$ cat src/sv/stbs_pkg.sv
`default_nettype none

package stbs_pkg;

    // Widths of the transaction fields.
    localparam int POS_W      = 10;
    localparam int IN_VALUE_W = 32;

    // Defaults of the top-level parameters.
    localparam int DEFAULT_TABLE_DEPTH = 1024;
    localparam int DEFAULT_VALUE_WIDTH = 32;

    // Command codes.
    localparam logic CMD_WRITE  = 1'b0;
    localparam logic CMD_SEARCH = 1'b1;

    // Commands from the controller to the datapath.
    typedef struct packed {
        logic write;     // store the transaction value into the table
        logic load;      // set up the search range and issue the first probe
        logic step;      // move a bound and issue the next probe
        logic out_load;  // capture the result into the output registers
    } t_dp_cmd;

    // Status from the datapath to the controller.
    typedef struct packed {
        logic done;      // match found or range empty
    } t_dp_status;

endpackage

`default_nettype wire

$ cat src/sv/stbs_ctrl.sv
`default_nettype none

module stbs_ctrl
    import stbs_pkg::*;
(
    input  wire logic       i_clk,
    input  wire logic       i_rst_n,
    input  wire logic       i_in_valid,
    output logic            o_in_ready,
    input  wire logic       i_command,
    output logic            o_out_valid,
    input  wire logic       i_out_ready,
    output t_dp_cmd         o_cmd,
    input  wire t_dp_status i_status
);

    typedef enum logic {
        S_IDLE,
        S_SEARCH
    } t_state;

    t_state r_state;
    t_state n_state;
    logic   r_out_valid;
    logic   n_out_valid;
    logic   in_accept;
    logic   out_free;

    assign o_in_ready = (r_state == S_IDLE);
    assign in_accept  = i_in_valid && o_in_ready;
    assign out_free   = !r_out_valid || i_out_ready;

    always_comb begin
        n_state        = r_state;
        o_cmd          = '0;
        o_cmd.write    = in_accept && (i_command == CMD_WRITE);
        unique case (r_state)
            S_IDLE: begin
                if (in_accept && (i_command == CMD_SEARCH)) begin
                    o_cmd.load = 1'b1;
                    n_state    = S_SEARCH;
                end
            end
            S_SEARCH: begin
                if (!i_status.done) begin
                    o_cmd.step = 1'b1;
                end else if (out_free) begin
                    o_cmd.out_load = 1'b1;
                    n_state        = S_IDLE;
                end
            end
            default: begin
                n_state = S_IDLE;
            end
        endcase
        n_out_valid = o_cmd.out_load || (r_out_valid && !i_out_ready);
    end

    always_ff @(posedge i_clk) begin
        if (!i_rst_n) begin
            r_state     <= S_IDLE;
            r_out_valid <= 1'b0;
        end else begin
            r_state     <= n_state;
            r_out_valid <= n_out_valid;
        end
    end

    assign o_out_valid = r_out_valid;

    // A result is never written over one that is still waiting.
    a_no_overwrite: assert property (@(posedge i_clk) disable iff (!i_rst_n)
        o_cmd.out_load |-> out_free)
        else $error("result register overwritten before it was taken");

    // A captured result is presented and the block returns to idle.
    a_result_shown: assert property (@(posedge i_clk) disable iff (!i_rst_n)
        o_cmd.out_load |=> r_out_valid && (r_state == S_IDLE))
        else $error("captured result not presented");

    // An unfinished search always advances.
    a_search_advances: assert property (@(posedge i_clk) disable iff (!i_rst_n)
        (r_state == S_SEARCH) && !i_status.done |-> o_cmd.step && !o_cmd.out_load)
        else $error("search stalled before completion");

endmodule

`default_nettype wire

$ cat config.mk
export PLATFORM = sky130hd
export DESIGN_NAME = stbs_ctrl
export DESIGN_NICKNAME = d
export VERILOG_FILES = /design/src/sv/stbs_pkg.sv /design/src/sv/stbs_ctrl.sv
export SDC_FILE = /design/constraint.sdc
export NUM_CORES = 1
export LEC_CHECK = 0
export ABC_AREA = 1
export BUFFER_PORTS_ARGS = -buffer_cell sky130_fd_sc_hd__buf_2
export CAP_MARGIN = 20
export CELL_PAD_IN_SITES_DETAIL_PLACEMENT = 0
export CELL_PAD_IN_SITES_GLOBAL_PLACEMENT = 2
export CORE_AREA = 2 2 39 41
export CTS_BUF_LIST = sky130_fd_sc_hd__clkbuf_16
export DETAILED_ROUTE_END_ITERATION = 8
export DIE_AREA = 0 0 41 43
export PLACE_DENSITY = 0.5
export SLEW_MARGIN = 15
export SYNTH_ARGS = -nofsm -noshare
export SYNTH_HDL_FRONTEND = slang
export SYNTH_SLANG_ARGS = --single-unit
$ cat constraint.sdc
create_clock -name i_clk -period 1.5 [get_ports i_clk]
set_input_delay 0.45 -clock i_clk [delete_from_list [all_inputs] [get_ports i_clk]]
set_output_delay 0.45 -clock i_clk [all_outputs]
set_load 0.01 [all_outputs]
---- Word-level counts from Yosys, hierarchy flattened ----
Index checks and enable logic that the tools add are counted.
storage, ports and cells
  register bits ........................... 2
  logic and storage cells ................. 21
cells by class
  muxes and demuxes ....................... 9
  bitwise logic cells ..................... 2
  reduce and logical (&&, ||, !) cells .... 8
operators by type and width
  operator                         count
  two-way mux 1 bit                7
  logical AND 1 bit                4
  zero test 1 bit                  2
  logical OR 1 bit                 2
  two-way mux 2 bit                1
  inverter 1 bit                   2
  case mux 1 bit (2 select lines)  1

---- Depth between registers and ports, before layout ----
Gate-level depths: netlist of the first run.
  depth after elaboration ................. 6
  depth in mapped cells ................... 5
  gate-level depth less buffers ........... 5

---- Worst setup path after synthesis of the first run ----
No wires, ideal clock.
  path kind ............................... input -> output
  start ................................... in i_out_ready
  end ..................................... out o_cmd[0] (netlist bit)
  setup slack ............................. 0.280 ns
  arrival time ............................ 0.770 ns
  stages on the path ...................... 4
  required time ........................... 1.050 ns
  path through ............................ inv_1 nand2_1 nand2_1 nor2_1
RTL lines
  item                RTL line         RTL
  start: declaration  stbs_ctrl.sv:12  input wire logic i_out_ready,
  end: declaration    stbs_ctrl.sv:13  output t_dp_cmd o_cmd,

==> results of run 1 <==
[layer usage]
| layer | vias up | GRT usage |
|---|---|---|
| li1 | 83 | - |
| met1 | 49 | 0.04487 |
| met2 | 10 | 0.04063 |
| met3 | 5 | 0.03141 |
| met4 | 0 | 0.1200 |
| met5 | - | 0 |
[sequential cells by signal (all words and copies together), names as in the netlist]
| name | count |
|---|---|
| o_out_valid | 1 |
| r_state | 1 |
[cell type report]
cell class | count | share of cell area
clock buffer | 3 | 0.2778
multi-input combinational | 11 | 0.2130
timing repair buffer | 11 | 0.2037
sequential | 2 | 0.1481
inverter | 6 | 0.08333
tap | 16 | 0.07407
[how the worst max path moves through the flow]
stage / to / start / slack, ns / cells after the start
5_1_grt: o_cmd[0] / i_out_ready / 0.04 / 6
4_1_cts: o_cmd[0] / i_out_ready / 0.12 / 6
3_3_place_gp: o_cmd[0] / i_out_ready / 0.14 / 6
6_report: o_cmd[0] / i_out_ready / 0.12 / 6
2_1_floorplan: o_cmd[0] / i_out_ready / 0.28 / 4
3_5_place_dp: o_cmd[0] / i_out_ready / 0.12 / 6
[cell usage in the layout (no fill, tap or decap)]
master | netlist | layout
clkbuf_16 | 0 | 3
nand2_1 | 5 | 5
inv_1 | 5 | 5
nand3_2 | 1 | 1
dfxtp_1 | 2 | 2
o21ai_2 | 1 | 1
inv_2 | 1 | 1
nor2_1 | 3 | 3
a21oi_2 | 1 | 1
buf_2 | 0 | 11
[worst min-delay path: cells and delay by family]
| kind | cells | cell delay [ns] |
|---|---|---|
| buffers and inverters | 2 | 0.12 |
| AND/OR/NAND/NOR | 1 | 0.04 |
[through the flow]
step | worst slack [ns] | hold WS (ns) | instances | utilization | total power [mW]
2_1_floorplan | 0.2804 | 0.4570 | 19 | - | 0.07561
3_3_place_gp | 0.1351 | 0.4700 | 46 | 0.1410 | 0.09218
3_5_place_dp | 0.1173 | 0.4699 | 46 | 0.1410 | 0.09240
4_1_cts | 0.1159 | 0.4269 | 49 | 0.1953 | 0.4985
5_1_grt | 0.03660 | 0.4459 | 49 | 0.1953 | 0.5054
6_report | 0.1224 | 0.4277 | 49 | 0.1953 | 0.4899
[power by group]
| part | switching, mW | internal, mW |
|---|---|---|
| Combinational | 0.0187 | 0.0151 |
| Clock | 0.0598 | 0.339 |
| Sequential | 0.00123 | 0.0560 |
| Total | 0.0798 | 0.410 |
[logic make-up (layout without fill, tap and decap cells)]
family                 count (synthesis)  in the layout
AO/OA/AOI/OAI                          2              2
AND/OR/NAND/NOR                        9              9
buffers and inverters                  6             20
flip-flops                             2              2
==> flow_metrics.env, run 1 <==
export IMPL_status="complete, no violations"
export IMPL_syn2layout_area_growth_pct=125.0
export IMPL_crit_type="input port to output pin"
export IMPL_cp_top_family="simple AND/OR/NAND/NOR gates"
export IMPL_top_layer="met4"
export IMPL_cts_tree="yes"
export IMPL_peakVddDrop_mv=0.5101
export IMPL_finalSetupViolCount=0
export IMPL_cts_hold_buf=0
export IMPL_cp_start_kind="input port"
export IMPL_ys_warn_count=0
export IMPL_gp_congestion=0.5712
export IMPL_track_usage=0.05115
export IMPL_regArea_sq_um=40.04
export IMPL_clock_sinks=2
export IMPL_synth_simple_area_share=0.3333
export IMPL_critical_path_required_ns=1.05
export IMPL_clock_latency_ns=0.22
export IMPL_ys_seq_area_frac=0.3333
export IMPL_grt_pass1_vias=124
export IMPL_synth_seq_cells=2
export IMPL_wl_met3_um=52
export IMPL_slew_violations=0
export IMPL_worstPathBufferInverterCount=3
export IMPL_dp_hpwl_um=259.6
export IMPL_fmax_ghz=0.7259
export IMPL_multi_input_area_sq_um=57.56
export IMPL_crit_chain="buf_2, inv_1, nand2_1, nand2_1, nor2_1, buf_2"
export IMPL_placed_area_sq_um=195.2
export IMPL_io_pins=12
export IMPL_vias=147
export IMPL_start_util=0.08680
export IMPL_grt_max_degree=7
export IMPL_synth_area_sq_um=120.1
export IMPL_reg2reg_depth=4
export IMPL_clk_pin_slew_ns=0.03
export IMPL_drtIter0Drc=0
export IMPL_synth_edf_count=0
export IMPL_cts_resized=0
export IMPL_core_area_sq_mm=0.001384
export IMPL_synth_area_leader_cell="dfxtp_1"
export IMPL_synth_compound_area_frac=0.1458
export IMPL_powerDensity_mw_per_mm2=1813
export IMPL_firstDrtPassIters=1
export IMPL_cts_max_level=1
export IMPL_whs_path_depth=3
export IMPL_post_route_period_util=0.9184
export IMPL_ys_top_cells_by_area="dfxtp_1, inv_1, nand2_1, nor2_1, nand3_2"
export IMPL_drtAntennaViolNets=0
export IMPL_crit_slowest_cell="buf_2"
export IMPL_ys_top_cells_by_count="inv_1, nand2_1, nor2_1"
export IMPL_synth_xor_area_frac=0
export IMPL_min_period_ns=1.378
export IMPL_setup_tns_final_ns=0
export IMPL_avgSynthCellArea_sq_um=6.322
export IMPL_dieArea_sq_mm=0.001763
export IMPL_grt_pass1_wl_um=462
export IMPL_die_h_um=43
export IMPL_wirelength_um=342
export IMPL_synth_distinct_cells=8
export IMPL_timing_slew_headroom=0.9245
export IMPL_final_area_sq_um=270.3
export IMPL_slowest_delay_ns=0.13
export IMPL_drv_cap=0
export IMPL_holdPathEnd="o_out_valid"
export IMPL_drive_gt1_frac=0.5455
export IMPL_rows=14
export IMPL_worst_pin_slew_ns=0.1132
export IMPL_cts_buffers=3
export IMPL_min_from="i_rst_n"
export IMPL_end_kind="output pin"
export IMPL_root_buffer="clkbuf_16"
export IMPL_nFillCells=155
export IMPL_die_x_um=41
export IMPL_synth_top_family_by_area="simple AND/OR/NAND/NOR gates"
export IMPL_rsz0062_at_grt="false"
export IMPL_power_leakage_nw=0.1611
export IMPL_final_nets=41
export IMPL_portBuffers=11
export IMPL_routed_via_density=3.000
export IMPL_met2WireLength_um=105
export IMPL_route_detailed_drc=0
export IMPL_wirelength_met1_um=150
export IMPL_crit_fanout=2
export IMPL_netlist_instances=19
export IMPL_yosys_most_used_dff="dfxtp_1"
export IMPL_async_flop_share=0
export IMPL_cp_arrival_ns=0.93
export IMPL_routedWlPerCell_um=6.980
export IMPL_r2r_end="r_state"
export IMPL_cts_setup_buffers=0
export IMPL_synth_top_area_frac=0.3333
export IMPL_cts_buffer_depth=2
export IMPL_antenna_found_initial=0
export IMPL_rrSetupSlack_ns=0.79
export IMPL_fin_worst_skew_ns=0.00001231
export IMPL_finalHoldViolations=0
export IMPL_synthMuxAreaShare=0
export IMPL_antenna_cells=0
export IMPL_timing_rr_start="o_out_valid"
export IMPL_grt_overflow=0
export IMPL_syn_num_nets=25
export IMPL_hp_class="input port to register"
export IMPL_synth_fa_ha_area_frac=0
(Power assumes the default switching activity.)
==> run 2: changes to the inputs <==
--- a/config.mk
+++ b/config.mk
@@ -11,7 +11,6 @@
 export CELL_PAD_IN_SITES_DETAIL_PLACEMENT = 0
 export CELL_PAD_IN_SITES_GLOBAL_PLACEMENT = 2
 export CORE_AREA = 2 2 39 41
-export CTS_BUF_LIST = sky130_fd_sc_hd__clkbuf_16
 export DETAILED_ROUTE_END_ITERATION = 8
 export DIE_AREA = 0 0 41 43
 export PLACE_DENSITY = 0.5
==> run 2 against run 1 <==
Sequential share of layout area rose by 3.6 points. Critical path type unchanged. Sequential power barely moved. Combinational power barely moved. Worst hold slack got worse by 0.0031 ns. Clock skew rose by 0.0012 ns. Largest cell class is now multi-input gates.
==> flow_metrics.env, run 2 (same netlist as run 1, synthesis figures left out) <==
export IMPL_status="complete, no violations"
export IMPL_hp_class="input port to register"
export IMPL_vias=142
export IMPL_grt_pass1_wl_um=420
export IMPL_layout_commonest_cell="buf_2"
export IMPL_cts_buffer_depth=2
export IMPL_track_usage=0.04313
export IMPL_gp_congestion=0.5712
export IMPL_routed_via_density=2.898
export IMPL_die_h_um=43
export IMPL_final_nets=41
export IMPL_rsz0062_at_grt="false"
export IMPL_clk_pin_slew_ns=0.03
export IMPL_antenna_cells=0
export IMPL_p_clk_frac=0.562
export IMPL_power_leakage_nw=0.1380
export IMPL_portBuffers=11
export IMPL_setup_tns_final_ns=0
export IMPL_core_area_sq_mm=0.001384
export IMPL_cts_hold_buf=0
export IMPL_grt_max_degree=7
export IMPL_powerDensity_mw_per_mm2=955.1
export IMPL_layout_common_cells="buf_2, inv_1, nand2_1"
export IMPL_dieArea_sq_mm=0.001763
export IMPL_cts_buffers=3
export IMPL_syn2layout_area_growth_pct=81.25
export IMPL_route_detailed_drc=0
export IMPL_rows=14
export IMPL_start_util=0.08680
export IMPL_wirelength_um=326
export IMPL_power_uw=207.9
export IMPL_finalSetupViolCount=0
export IMPL_grt_pass1_vias=113
export IMPL_fin_worst_skew_ns=0.001176
export IMPL_root_buffer="clkbuf_4"
export IMPL_grt_overflow=0
export IMPL_fmax_ghz=0.7259
export IMPL_slew_violations=0
export IMPL_firstDrtPassIters=1
export IMPL_drv_cap=0
export IMPL_switching_share=0.2345
export IMPL_drtAntennaViolNets=0
export IMPL_die_x_um=41
export IMPL_worst_pin_slew_ns=0.1134
export IMPL_cts_tree="yes"
export IMPL_drtIter0Drc=0
export IMPL_antenna_found_initial=0
export IMPL_clock_sinks=2
export IMPL_clock_latency_ns=0.22
export IMPL_cp_start_kind="input port"
export IMPL_cts_resized=0
export IMPL_min_period_ns=1.378
export IMPL_crit_type="input port to output pin"
export IMPL_p_switching_uw=48.77
export IMPL_crit_fanout=2
export IMPL_cts_max_level=1
export IMPL_finalHoldViolations=0
export IMPL_cp_arrival_ns=0.93
export IMPL_critical_path_required_ns=1.05
export IMPL_drive_gt1_frac=0.5455
export IMPL_seqPwrFrac=0.275
export IMPL_end_kind="output pin"
export IMPL_dp_hpwl_um=259.6
export IMPL_post_route_period_util=0.9184
export IMPL_timing_slew_headroom=0.9243
export IMPL_io_pins=12
export IMPL_routedWlPerCell_um=6.653
export IMPL_peakVddDrop_mv=0.3167
export IMPL_p_int_uw=159.2
export IMPL_p_comb_frac=0.163
export IMPL_cts_setup_buffers=0
==> run 2: cell counts in the layout (fill, tap and decap cells not counted) <==
No cell type changed its count.
==> run 2: critical path, cell delays in order <==
cell and delay, ns:
buf_2 0.07, inv_1 0.03, nand2_1 0.08, nand2_1 0.07, nor2_1 0.09, buf_2 0.13
==> run 2: final timing paths <==
kind,endpoint,depth (start not counted),from,slack [ns]
max,o_cmd[0],6,i_out_ready,0.12
min,o_out_valid,3,i_rst_n,0.42
max reg2reg,r_state,4,o_out_valid,0.80
min reg2reg,r_state,2,r_state,0.47
==> run 2: metrics by stage <==
stage / cell area [sq um] / utilization / setup WS [ns] / instances / hold WS, ns
CTS: 217.7 / 0.1573 / 0.1159 / 49 / 0.4175
global placement: 195.2 / 0.1410 / 0.1351 / 46 / 0.4700
detailed placement: 195.2 / 0.1410 / 0.1173 / 46 / 0.4699
finish: 217.7 / 0.1573 / 0.1225 / 49 / 0.4246
floorplan: 120.1 / - / 0.2804 / 19 / 0.4570
global route: 217.7 / 0.1573 / 0.03660 / 49 / 0.4395
==> run 2: power by group through the flow <==
stage          Combinational, mW  Sequential [mW]  Clock, mW
3_3_place_gp              0.0342           0.0579          0
4_1_cts                   0.0345           0.0573      0.125
5_1_grt                   0.0381           0.0576      0.124
6_report                  0.0338           0.0572      0.117
2_1_floorplan             0.0174           0.0583          0
3_5_place_dp              0.0345           0.0579          0
==> run 2: layout make-up <==
cell class	count	area, sq um
multi-input cells	11	57.56
fillers	160	1166
repair buffers	11	55.05
clock buffers	3	22.52
inverters	6	22.52
flip-flops and latches	2	40.04
well taps	16	20.02
==> run 2: metal layers <==
metal / global-route usage / vias to the layer above / share of wire / routed length (um)
met1: 0.04167 / 50 / 0.48 / 158
met3: 0.04712 / 2 / 0.12 / 38
met2: 0.03750 / 7 / 0.36 / 118
li1: - / 83 / - / -
met4: 0.06000 / 0 / 0.031 / 10
met5: 0 / - / 0 / 0
==> run 3: changes to the inputs <==
--- a/config.mk
+++ b/config.mk
@@ -13,7 +13,7 @@
 export CORE_AREA = 2 2 39 41
 export DETAILED_ROUTE_END_ITERATION = 8
 export DIE_AREA = 0 0 41 43
-export PLACE_DENSITY = 0.5
+export PLACE_DENSITY_LB_ADDON = 0.05
 export SLEW_MARGIN = 15
 export SYNTH_ARGS = -nofsm -noshare
 export SYNTH_HDL_FRONTEND = slang
==> run 3 against run 2 <==
Clock skew increased by 0.00075 ns. Global-route usage increased by 1.5 points. Cell count unchanged. Design area unchanged. Critical path depth unchanged. Non-clock buffer count unchanged. Clock power about the same. Largest cell class unchanged. Sequential power about the same. Largest power group unchanged. Combinational power increased by 2%. Register-to-register slack about the same.
==> flow_metrics.env, run 3 (same netlist as run 1, synthesis figures left out) <==
export IMPL_track_usage=0.05794
export IMPL_peakVddDrop_mv=0.3460
export IMPL_cts_hold_buf=0
export IMPL_cts_buffer_depth=2
export IMPL_routedWlPerCell_um=6.959
export IMPL_placed_area_sq_um=195.2
export IMPL_grt_overflow=0
export IMPL_routed_via_density=3.286
export IMPL_gp_congestion=0.6146
export IMPL_wirelength_um=341
export IMPL_cp_start_kind="input port"
export IMPL_crit_fanout=2
export IMPL_end_kind="output pin"
export IMPL_hp_class="input port to register"
export IMPL_firstDrtPassIters=1
export IMPL_core_area_sq_mm=0.001384
export IMPL_cts_setup_buffers=0
export IMPL_final_area_sq_um=217.7
export IMPL_drv_cap=0
export IMPL_nFillCells=169
export IMPL_slew_violations=0
export IMPL_slowest_delay_ns=0.13
export IMPL_fin_worst_skew_ns=0.001926
export IMPL_die_h_um=43
export IMPL_finalHoldViolations=0
export IMPL_dieArea_sq_mm=0.001763
export IMPL_post_route_period_util=0.9205
export IMPL_drive_gt1_frac=0.5455
export IMPL_route_detailed_drc=0
export IMPL_fmax_ghz=0.7242
export IMPL_layout_commonest_cell="buf_2"
export IMPL_crit_type="input port to output pin"
export IMPL_clock_latency_ns=0.22
export IMPL_timing_slew_headroom=0.9241
export IMPL_setup_tns_final_ns=0
export IMPL_worst_pin_slew_ns=0.1137
export IMPL_power_leakage_nw=0.1380
export IMPL_cts_buffers=3
export IMPL_grt_pass1_vias=166
export IMPL_clk_pin_slew_ns=0.03
export IMPL_cts_max_level=1
export IMPL_finalSetupViolCount=0
export IMPL_root_buffer="clkbuf_4"
export IMPL_drtIter0Drc=0
export IMPL_portBuffers=11
export IMPL_cts_tree="yes"
export IMPL_clock_sinks=2
export IMPL_cts_resized=0
export IMPL_die_x_um=41
export IMPL_rsz0062_at_grt="false"
export IMPL_power_uw=207.9
export IMPL_grt_max_degree=7
export IMPL_rows=14
export IMPL_crit_chain="buf_2, inv_1, nand2_1, nand2_1, nor2_1, buf_2"
export IMPL_powerDensity_mw_per_mm2=954.8
export IMPL_start_util=0.08680
export IMPL_drtAntennaViolNets=0
export IMPL_antenna_found_initial=0
export IMPL_dp_hpwl_um=291.8
export IMPL_cp_arrival_ns=0.93
export IMPL_syn2layout_area_growth_pct=81.25
export IMPL_crit_slowest_cell="buf_2"
export IMPL_status="complete, no violations"
export IMPL_critical_path_required_ns=1.05
export IMPL_min_period_ns=1.381
export IMPL_vias=161
export IMPL_io_pins=12
export IMPL_layout_common_cells="buf_2, inv_1, nand2_1"
export IMPL_grt_pass1_wl_um=579
export IMPL_antenna_cells=0
export IMPL_final_nets=41
==> run 3: cell counts in the layout (fill, tap and decap cells not counted) <==
Identical to the previous run, type by type.
==> run 3: layout make-up <==
cell class	count	area, sq um	area share
Clock buffer	3	22.52	0.1034
Multi-Input combinational cell	11	57.56	0.2644
Sequential cell	2	40.04	0.1839
Tap cell	16	20.02	0.09195
Inverter	6	22.52	0.1034
Timing Repair Buffer	11	55.05	0.2529
==> run 3: layer usage <==
layer	track usage	routed length (um)	up-vias
met1	0.04747	135	67
li1	-	-	82
met5	0	0	-
met2	0.06875	151	12
met3	0.07853	55	0
met4	0.04000	0	0
==> run 3: final timing paths <==
check	startpoint	endpoint	slack, ns	cells past startpoint
min	i_rst_n	o_out_valid	0.43	3
max	i_out_ready	o_cmd[0]	0.12	6
min reg2reg	r_state	r_state	0.47	2
max reg2reg	o_out_valid	r_state	0.79	4
==> run 3: report_power, final <==
| group | switching [mW] | leakage (nW) | internal [mW] | total [mW] |
|---|---|---|---|---|
| combinational | 0.0193 | 0.108 | 0.0151 | 0.0344 |
| clock | 0.0283 | 0.0138 | 0.0880 | 0.116 |
| sequential | 0.00120 | 0.0163 | 0.0560 | 0.0572 |
| total | 0.0487 | 0.138 | 0.159 | 0.208 |
==> run 3: worst max-delay path, delay by kind of cell <==
family	cells	cell delay, ns
buffers and inverters	3	0.23
and+or+nand+nor	3	0.25
==> run 3: stage by stage <==
stage / worst slack (ns) / utilization / instances / hold slack (ns)
2_1_floorplan: 0.2804 / - / 19 / 0.4570
3_3_place_gp: 0.1066 / 0.1410 / 46 / 0.4782
3_5_place_dp: 0.09573 / 0.1410 / 46 / 0.4734
4_1_cts: 0.09436 / 0.1573 / 49 / 0.4217
5_1_grt: 0.03946 / 0.1573 / 49 / 0.4306
6_report: 0.1192 / 0.1573 / 49 / 0.4269
